**config.mk**
```make
export PLATFORM = sky130hd
export DESIGN_NAME = psx_div
export DESIGN_NICKNAME = d
export VERILOG_FILES = /design/src/design/psx_pkg.sv /design/src/design/psx_div.sv
export SDC_FILE = /design/constraint.sdc
export NUM_CORES = 2
export LEC_CHECK = 0
export BUFFER_PORTS_ARGS = -buffer_cell sky130_fd_sc_hd__buf_2
export CAP_MARGIN = 20
export CORE_MARGIN = 2
export CORE_UTILIZATION = 67
export CTS_BUF_LIST = sky130_fd_sc_hd__clkbuf_2
export CTS_CLUSTER_SIZE = 20
export DETAILED_ROUTE_END_ITERATION = 10
export PLACE_DENSITY_LB_ADDON = 0.12
export SLEW_MARGIN = 20
export SYNTH_ARGS = -nofsm -noshare
export SYNTH_HDL_FRONTEND = slang
export SYNTH_SLANG_ARGS = --single-unit
```
**constraint.sdc**
```tcl
create_clock -name clk -period 9.8 [get_ports clk]
set_clock_uncertainty 0.1 [all_clocks]
set_input_delay 0.98 -clock clk [delete_from_list [all_inputs] [get_ports clk]]
set_output_delay 0.98 -clock clk [all_outputs]
set_load 0.01 [all_outputs]
```
**src/design/psx_pkg.sv**
```systemverilog
`default_nettype none
package psx_pkg;

  // Field widths
  localparam int POS_W  = 24;
  localparam int QUAT_W = 16;
  localparam int VEL_W  = 16;
  localparam int TS_W   = 16;

  localparam logic [TS_W-1:0] TIME_STEP_RST = 16'd1092;

  // Norm: isqrt of a 48-bit value, four root bits per stage
  localparam int SQ_IN_W       = 48;
  localparam int NRM_W         = 24;
  localparam int SQ_BITS_PER_STG = 4;
  localparam int SQ_STAGES     = NRM_W / SQ_BITS_PER_STG;

  // Angle and Q.28 sine/cosine datapath
  localparam int H_W    = 31;
  localparam int ANG_W  = 29;
  localparam int X2_W   = 28;
  localparam int HS_W   = 29;
  localparam int SC_W   = 30;
  localparam int HORNER_STEPS = 5;
  localparam logic [HS_W-1:0] Q28_ONE = 29'd268435456;
  localparam logic [H_W-1:0]  HALF_PI = 31'd421657428;
  localparam logic [H_W-1:0]  QTH_1 = HALF_PI - HALF_PI / 2;
  localparam logic [H_W-1:0]  QTH_2 = HALF_PI * 2 - HALF_PI / 2;
  localparam logic [H_W-1:0]  QTH_3 = HALF_PI * 3 - HALF_PI / 2;
  localparam logic [H_W-1:0]  QTH_4 = HALF_PI * 4 - HALF_PI / 2;

  // Axis divider: 30 quotient bits, three per stage
  localparam int QUO_W  = 30;
  localparam int DVD_W  = 53;
  localparam int DVS_W  = NRM_W;
  localparam int DIV_BITS_PER_STG = 3;
  localparam int DIV_STAGES = QUO_W / DIV_BITS_PER_STG;

  // Pipeline placement (register stage after acceptance)
  localparam int LATENCY   = 45;
  localparam int CTX_DLY_A = 28;
  localparam int CTX_DLY_B = 10;
  localparam int NRM_DLY   = 23;

  typedef enum logic [1:0] {
    QUAD_0,
    QUAD_1,
    QUAD_2,
    QUAD_3
  } psx_quad_t;

  // Per-item side data; index 0..2 = x,y,z and q index 3 = w
  typedef struct packed {
    logic [2:0][POS_W-1:0]  pos;
    logic [3:0][QUAT_W-1:0] q;
    logic [2:0][VEL_W-1:0]  w;
    logic                   wzero;
  } psx_ctx_t;

  // Multiples of half pi for quadrant reduction
  function automatic logic [H_W-1:0] quad_base(input logic [2:0] k);
    case (k)
      3'd0:    return '0;
      3'd1:    return HALF_PI;
      3'd2:    return HALF_PI * 2;
      3'd3:    return HALF_PI * 3;
      3'd4:    return HALF_PI * 4;
      default: return '0;
    endcase
  endfunction

  // Horner divisors; sine uses slots 1..4, slot 0 passes one
  function automatic logic [6:0] sin_div(input logic [2:0] j);
    case (j)
      3'd1:    return 7'd72;
      3'd2:    return 7'd42;
      3'd3:    return 7'd20;
      3'd4:    return 7'd6;
      default: return 7'd1;
    endcase
  endfunction

  function automatic logic [31:0] sin_rcp(input logic [2:0] j);
    case (j)
      3'd1:    return 32'd59652323;
      3'd2:    return 32'd102261126;
      3'd3:    return 32'd214748364;
      3'd4:    return 32'd715827882;
      default: return 32'hFFFF_FFFF;
    endcase
  endfunction

  function automatic logic [6:0] cos_div(input logic [2:0] j);
    case (j)
      3'd0:    return 7'd90;
      3'd1:    return 7'd56;
      3'd2:    return 7'd30;
      3'd3:    return 7'd12;
      3'd4:    return 7'd2;
      default: return 7'd1;
    endcase
  endfunction

  function automatic logic [31:0] cos_rcp(input logic [2:0] j);
    case (j)
      3'd0:    return 32'd47721858;
      3'd1:    return 32'd76695844;
      3'd2:    return 32'd143165576;
      3'd3:    return 32'd357913941;
      3'd4:    return 32'd2147483648;
      default: return 32'hFFFF_FFFF;
    endcase
  endfunction

  function automatic logic [POS_W-1:0] sat_pos(input logic signed [25:0] v);
    if (v > 26'sd8388607) return 24'h7FFFFF;
    else if (v < -26'sd8388608) return 24'h800000;
    else return v[POS_W-1:0];
  endfunction

  function automatic logic [QUAT_W-1:0] sat_quat(input logic signed [20:0] v);
    if (v > 21'sd32767) return 16'h7FFF;
    else if (v < -21'sd32768) return 16'h8000;
    else return v[QUAT_W-1:0];
  endfunction

endpackage
`default_nettype wire

```
**src/design/psx_div.sv**
```systemverilog
`default_nettype none
module psx_div
  import psx_pkg::*;
(
  input  wire logic              clk,
  input  wire logic              en,
  input  wire logic [DVD_W-1:0]  dvd,
  input  wire logic [DVS_W-1:0]  dvs,
  input  wire logic              neg,
  output logic [QUO_W-1:0]       quo,
  output logic                   quo_neg
);

  logic [DVS_W-1:0] rem_r [DIV_STAGES];
  logic [QUO_W-1:0] low_r [DIV_STAGES];
  logic [QUO_W-1:0] quo_r [DIV_STAGES];
  logic [DVS_W-1:0] dvs_r [DIV_STAGES];
  logic             neg_r [DIV_STAGES];

  for (genvar g = 0; g < DIV_STAGES; g++) begin : g_stg
    logic [DVS_W-1:0] rem_c;
    logic [QUO_W-1:0] low_c;
    logic [QUO_W-1:0] quo_c;
    logic [DVS_W-1:0] dvs_c;
    logic             neg_c;
    logic [DVS_W:0]   r2;

    // Restoring long division, three quotient bits per stage
    always_comb begin
      if (g == 0) begin
        rem_c = {{(DVS_W-(DVD_W-QUO_W)){1'b0}}, dvd[DVD_W-1:QUO_W]};
        low_c = dvd[QUO_W-1:0];
        quo_c = '0;
        dvs_c = dvs;
        neg_c = neg;
      end else begin
        rem_c = rem_r[(g == 0) ? 0 : g-1];
        low_c = low_r[(g == 0) ? 0 : g-1];
        quo_c = quo_r[(g == 0) ? 0 : g-1];
        dvs_c = dvs_r[(g == 0) ? 0 : g-1];
        neg_c = neg_r[(g == 0) ? 0 : g-1];
      end
      r2 = '0;
      for (int i = 0; i < DIV_BITS_PER_STG; i++) begin
        r2 = {rem_c, low_c[QUO_W-1]};
        if (r2 >= {1'b0, dvs_c}) begin
          r2    = r2 - {1'b0, dvs_c};
          quo_c = {quo_c[QUO_W-2:0], 1'b1};
        end else begin
          quo_c = {quo_c[QUO_W-2:0], 1'b0};
        end
        rem_c = r2[DVS_W-1:0];
        low_c = {low_c[QUO_W-2:0], 1'b0};
      end
    end

    always_ff @(posedge clk) begin
      if (en) begin
        rem_r[g] <= rem_c;
        low_r[g] <= low_c;
        quo_r[g] <= quo_c;
        dvs_r[g] <= dvs_c;
        neg_r[g] <= neg_c;
      end
    end
  end

  assign quo     = quo_r[DIV_STAGES-1];
  assign quo_neg = neg_r[DIV_STAGES-1];

endmodule
`default_nettype wire

```
# Word level (Yosys, flattened, before mapping)
# Memories as Yosys holds them, arrays and structs flattened.
# Cells that the tools add are included.
# op_classes
add_sub_neg	30
n_lt_le_gt_ge	30
n_mux	62
# op_table
cell	n
$ge A25 B24 Y1	29
$mux W24	30
$sub A24 B24 Y24	30
$mux W1	32
$ge A24 B24 Y1	1
# word_totals
regBits	0
ram_bits	1060
output_inout_bits	31
wordCells	127
n_memories	5
# memory_table
name	words	width	rd	rd_ports_with_merged_regs	wr	line	text
quo_r	10	30	10	0	10	psx_div.sv:16	logic [QUO_W-1:0] quo_r [DIV_STAGES];
low_r	10	27	9	0	10	psx_div.sv:15	logic [QUO_W-1:0] low_r [DIV_STAGES];
dvs_r	10	24	9	0	10	psx_div.sv:17	logic [DVS_W-1:0] dvs_r [DIV_STAGES];
rem_r	10	24	9	0	10	psx_div.sv:14	logic [DVS_W-1:0] rem_r [DIV_STAGES];
neg_r	10	1	10	0	10	psx_div.sv:18	logic neg_r [DIV_STAGES];

# Longest topological paths before layout
# An unclocked memory read counts as a cell.
# logic_depth
ltp_word	7
ltp_mapped	40
mapped_depth_nobuf	39

# Least setup slack after synthesis
# No wires, ideal clock.
# synth_path
path_kind	reg-to-reg
startpoint	mem dvs_r[4][1] in the netlist's numbering
endpoint	mem rem_r[5][16] in the netlist's numbering (data pin)
t_arrival_ns	8.588
t_required_ns	9.439
setup_slack_ns	0.851
path_stages_with_launch	37
path_buffers	4
period_less_slack_ns	8.949
cell_sequence	edfxtp_1 inv_1 ha_1 nor2b_1 o31a_1 o211ai_1 nand3_1 a31o_2 o31ai_2 a22oi_1 clkbuf_1 clkbuf_1 mux2_2 ha_1 a21oi_1 nor2_1 a2111oi_0 a2111oi_0 nor4_1 o211ai_1 a31oi_1 clkbuf_1 buf_2 a21oi_1 ha_1 nor2b_1 o31ai_1 a21oi_1 a21oi_1 a31oi_1 a221o_1 a221oi_1 o21a_1 nand3b_1 nand2_1 inv_2 a221o_1
# synth_lines
item	line
start, declared	psx_div.sv:17
end, declared	psx_div.sv:14

==> results.md <==
- Slowest-stage cell, CP: or4_1
- H-tree levels: 4
- Die X: ~310 um
- DR vias: around 52000
- Routed WL: 172000 um
- Vias in the first global route: a little over 50000
- Mapped Nets: approximately 7300
- Critical Path RT: around 11 ns
- Initial core utilization: 67.4%
- Metal2 WL: between 80000 and 90000 um
- Gate Count Post-Synth: around 6500
- Met3 Wirelength: around 11000 um
- Ys async rst share: 0%
- Ys flop type: edfxtp_1
- Fillers: 7123
- GR Overflow Total: 0
- Worst setup EP type: flop
- CTS tree: done
- Non-Filler Instances: around 8300
- Yosys warning total: 0
- Fin. Hold Viols: 0
- Syn-to-layout area delta: 8.79%
- First-pass GRT wire length: 268000 um
- Synthesized area: 63800 sq um
- Leading cell types in the layout, fill and taps excluded: edfxtp_1 (742), ha_1 (720), a21oi_1 (587)
- Clock root cell: clkbuf_2
- ANT nets after route: 0
- Worst-margin pin slew: roughly 1.2 ns
- Port bufs: 110
- Startpoint Class: flop
- HPWL after DPL: roughly 130000 um
- Reg2Reg Setup Slack: around 0.41 ns
- Seq/Total Area, Yosys: 34.9%
- DRT Pass-1 Iters: 6
- Crit path largest cell delay: 0.57 ns
- Num rows: 113
- Clk pin slew, worst setup/hold paths: 0.09 ns
- Initial antenna violation count: 6
- Crit path arrival time: 10.63 ns
- Fraction of layout instances using a drive strength above 1: 13.6%
- Outcome: finished, final reports clean
- Total die area: between 90000 and 100000 sq um
- Slew headroom: a little under a quarter
- Yosys reg bits: around 740
- Yosys cell types: 108
- Final core occ: about 73%
- Largest net degree at the start of global routing: approximately 170
- Clk sinks: roughly 740
- Fin nets: 7758
- DRC: 0
- Synth top area share: between 30% and 40%
- Fmax: between 100 and 150 MHz
- RePlAce Congestion: 0.994
- CP max FO: 24
- Mean Syn Cell Area: between 9 and 10 sq um
- Clk Latency, worst-skew pair: between 1.5 and 2 ns
- Num ports: approximately 110
- Cell count after placement: just under 8000
- Num CTS Buffers: roughly 190
- Core Footprint: ~95000 sq um
- CP Class: flop to flop
- Post-synth EDFFs: roughly 740
- DR vias/cell: around 6.3
- Chip Height: approximately 310 um
- Max Cap Viol: 0
- Synth area leader: edfxtp_1
- Bufs on Longest Clock Path: 3
- Initial DRC Count: between 4000 and 5000
- Routed WL per cell: approximately 21 um
- Final period util: 95.8%
- Max-slew violations: 0
- Routed met1 length: ~70000 um
- Dominant cells by area after synthesis: edfxtp_1 (35%), ha_1 (14%), mux2_2 (5.4%)
- Highest metal used: met5
- Final setup viols: 0
- Most common cell after layout, fill and taps aside: edfxtp_1
- Min-Delay Path Class: input port to flop
- GR Util All Layers: around 34%
- Min Tclk post-route: 9.39 ns
==> through the flow <==
stage                     hold slack, ns  cell area (sq um)  worst slack, ns  setup TNS, ns
after floorplan                    0.300              63800            0.851              0
after global placement             0.300              66200            0.471              0
after detailed placement           0.305              66200            0.277              0
after CTS                         0.0173              69300            0.437              0
after global routing              0.0530              69400          -0.0190        -0.0256
final                              0.123              69400            0.413              0
==> sequential cells by signal, indices dropped and copies added (netlist names) <==
signal	flops
neg_r	10
quo_r	165
dvs_r	216
rem_r	216
low_r	135
==> cells by family (layout without fill, tap and decap cells) <==
| kind of cell | count (synthesis) | in the layout | synth area share, % |
|---|---|---|---|
| and+or+nand+nor | 1574 | 1574 | 11.9 |
| DFF | 742 | 742 | 34.9 |
| adders and majority gates | 749 | 749 | 15.0 |
| muxes | 437 | 437 | 7.89 |
| buffers and inverters | 588 | 1144 | 3.74 |
| other | 0 | 11 | 0 |
| AOI/OAI and AO/OA | 1882 | 1884 | 19.1 |
| xor gates and xnor gates | 543 | 543 | 7.45 |
==> critical path: cells and delay by family, from the launching register on <==
family	cells	cell delay [ns]
AO/OA/AOI/OAI	16	4.05
adder cells (fa/ha/maj)	3	1.19
buffers and inverters	3	0.56
flip-flops	1	0.46
multiplexers	3	1.10
AND/OR/NAND/NOR	8	1.62
==> per-layer routing <==
layer  track usage [%]  vias to the layer above
met4              16.6                        2
met1              43.1                    24700
met5                 0                        -
li1                  -                    25300
met3              4.46                      462
met2              59.2                     1981
==> area by class of cell <==
cell class              instances  area, sq um  area share, %
clock inverters                93          583          0.840
repair buffers                327         2640           3.80
inverters                     479         1800           2.59
flip-flops and latches        742        22300           32.1
clock buffers                 245         1230           1.77
multi-input cells            5187        39300           56.6
diodes                         11         27.5         0.0396
well taps                    1265         1580           2.28
==> synthesized netlist by cell type (all sizes together) (27+ instances only) <==
library cell / instances
nor2: 434
or3: 37
clkbuf: 57
edfxtp: 742
a21o: 235
a211oi: 52
xor2: 160
o31ai: 40
nor2b: 83
mux2i: 49
and3: 56
nand4: 84
o31a: 28
mux2: 388
buf: 52
ha: 720
o21ai: 405
a31oi: 51
fa: 29
nor3: 109
xnor2: 383
and2: 27
o211ai: 30
inv: 479
nand2: 422
o21a: 103
o21bai: 86
nand3: 117
a21oi: 595
nand2b: 80
or2: 38
==> timing repair <==
action / CTS / global route
hold buffers: 129 / 0
endpoints found under the setup margin: 0 / 106
resized for setup: 0 / 13
endpoints found under the hold margin: 167 / 0
setup buffers: 0 / 8
==> path summary, 6_finish.rpt <==
kind / start / cells past startpoint / end
max: dvs_r[0][2]$_DFFE_PP_ / 33 / rem_r[1][1]$_DFFE_PP_
min: dvd[45] / 6 / rem_r[0][18]$_DFFE_PP_
max reg2reg: dvs_r[0][2]$_DFFE_PP_ / 33 / rem_r[1][1]$_DFFE_PP_
min reg2reg: quo_r[7][15]$_DFFE_PP_ / 0 / quo_r[8][18]$_DFFE_PP_
Power is left out: the tool's default activity adds up to more than one toggle a clock period on the data nets, which glitch-free logic cannot reach.
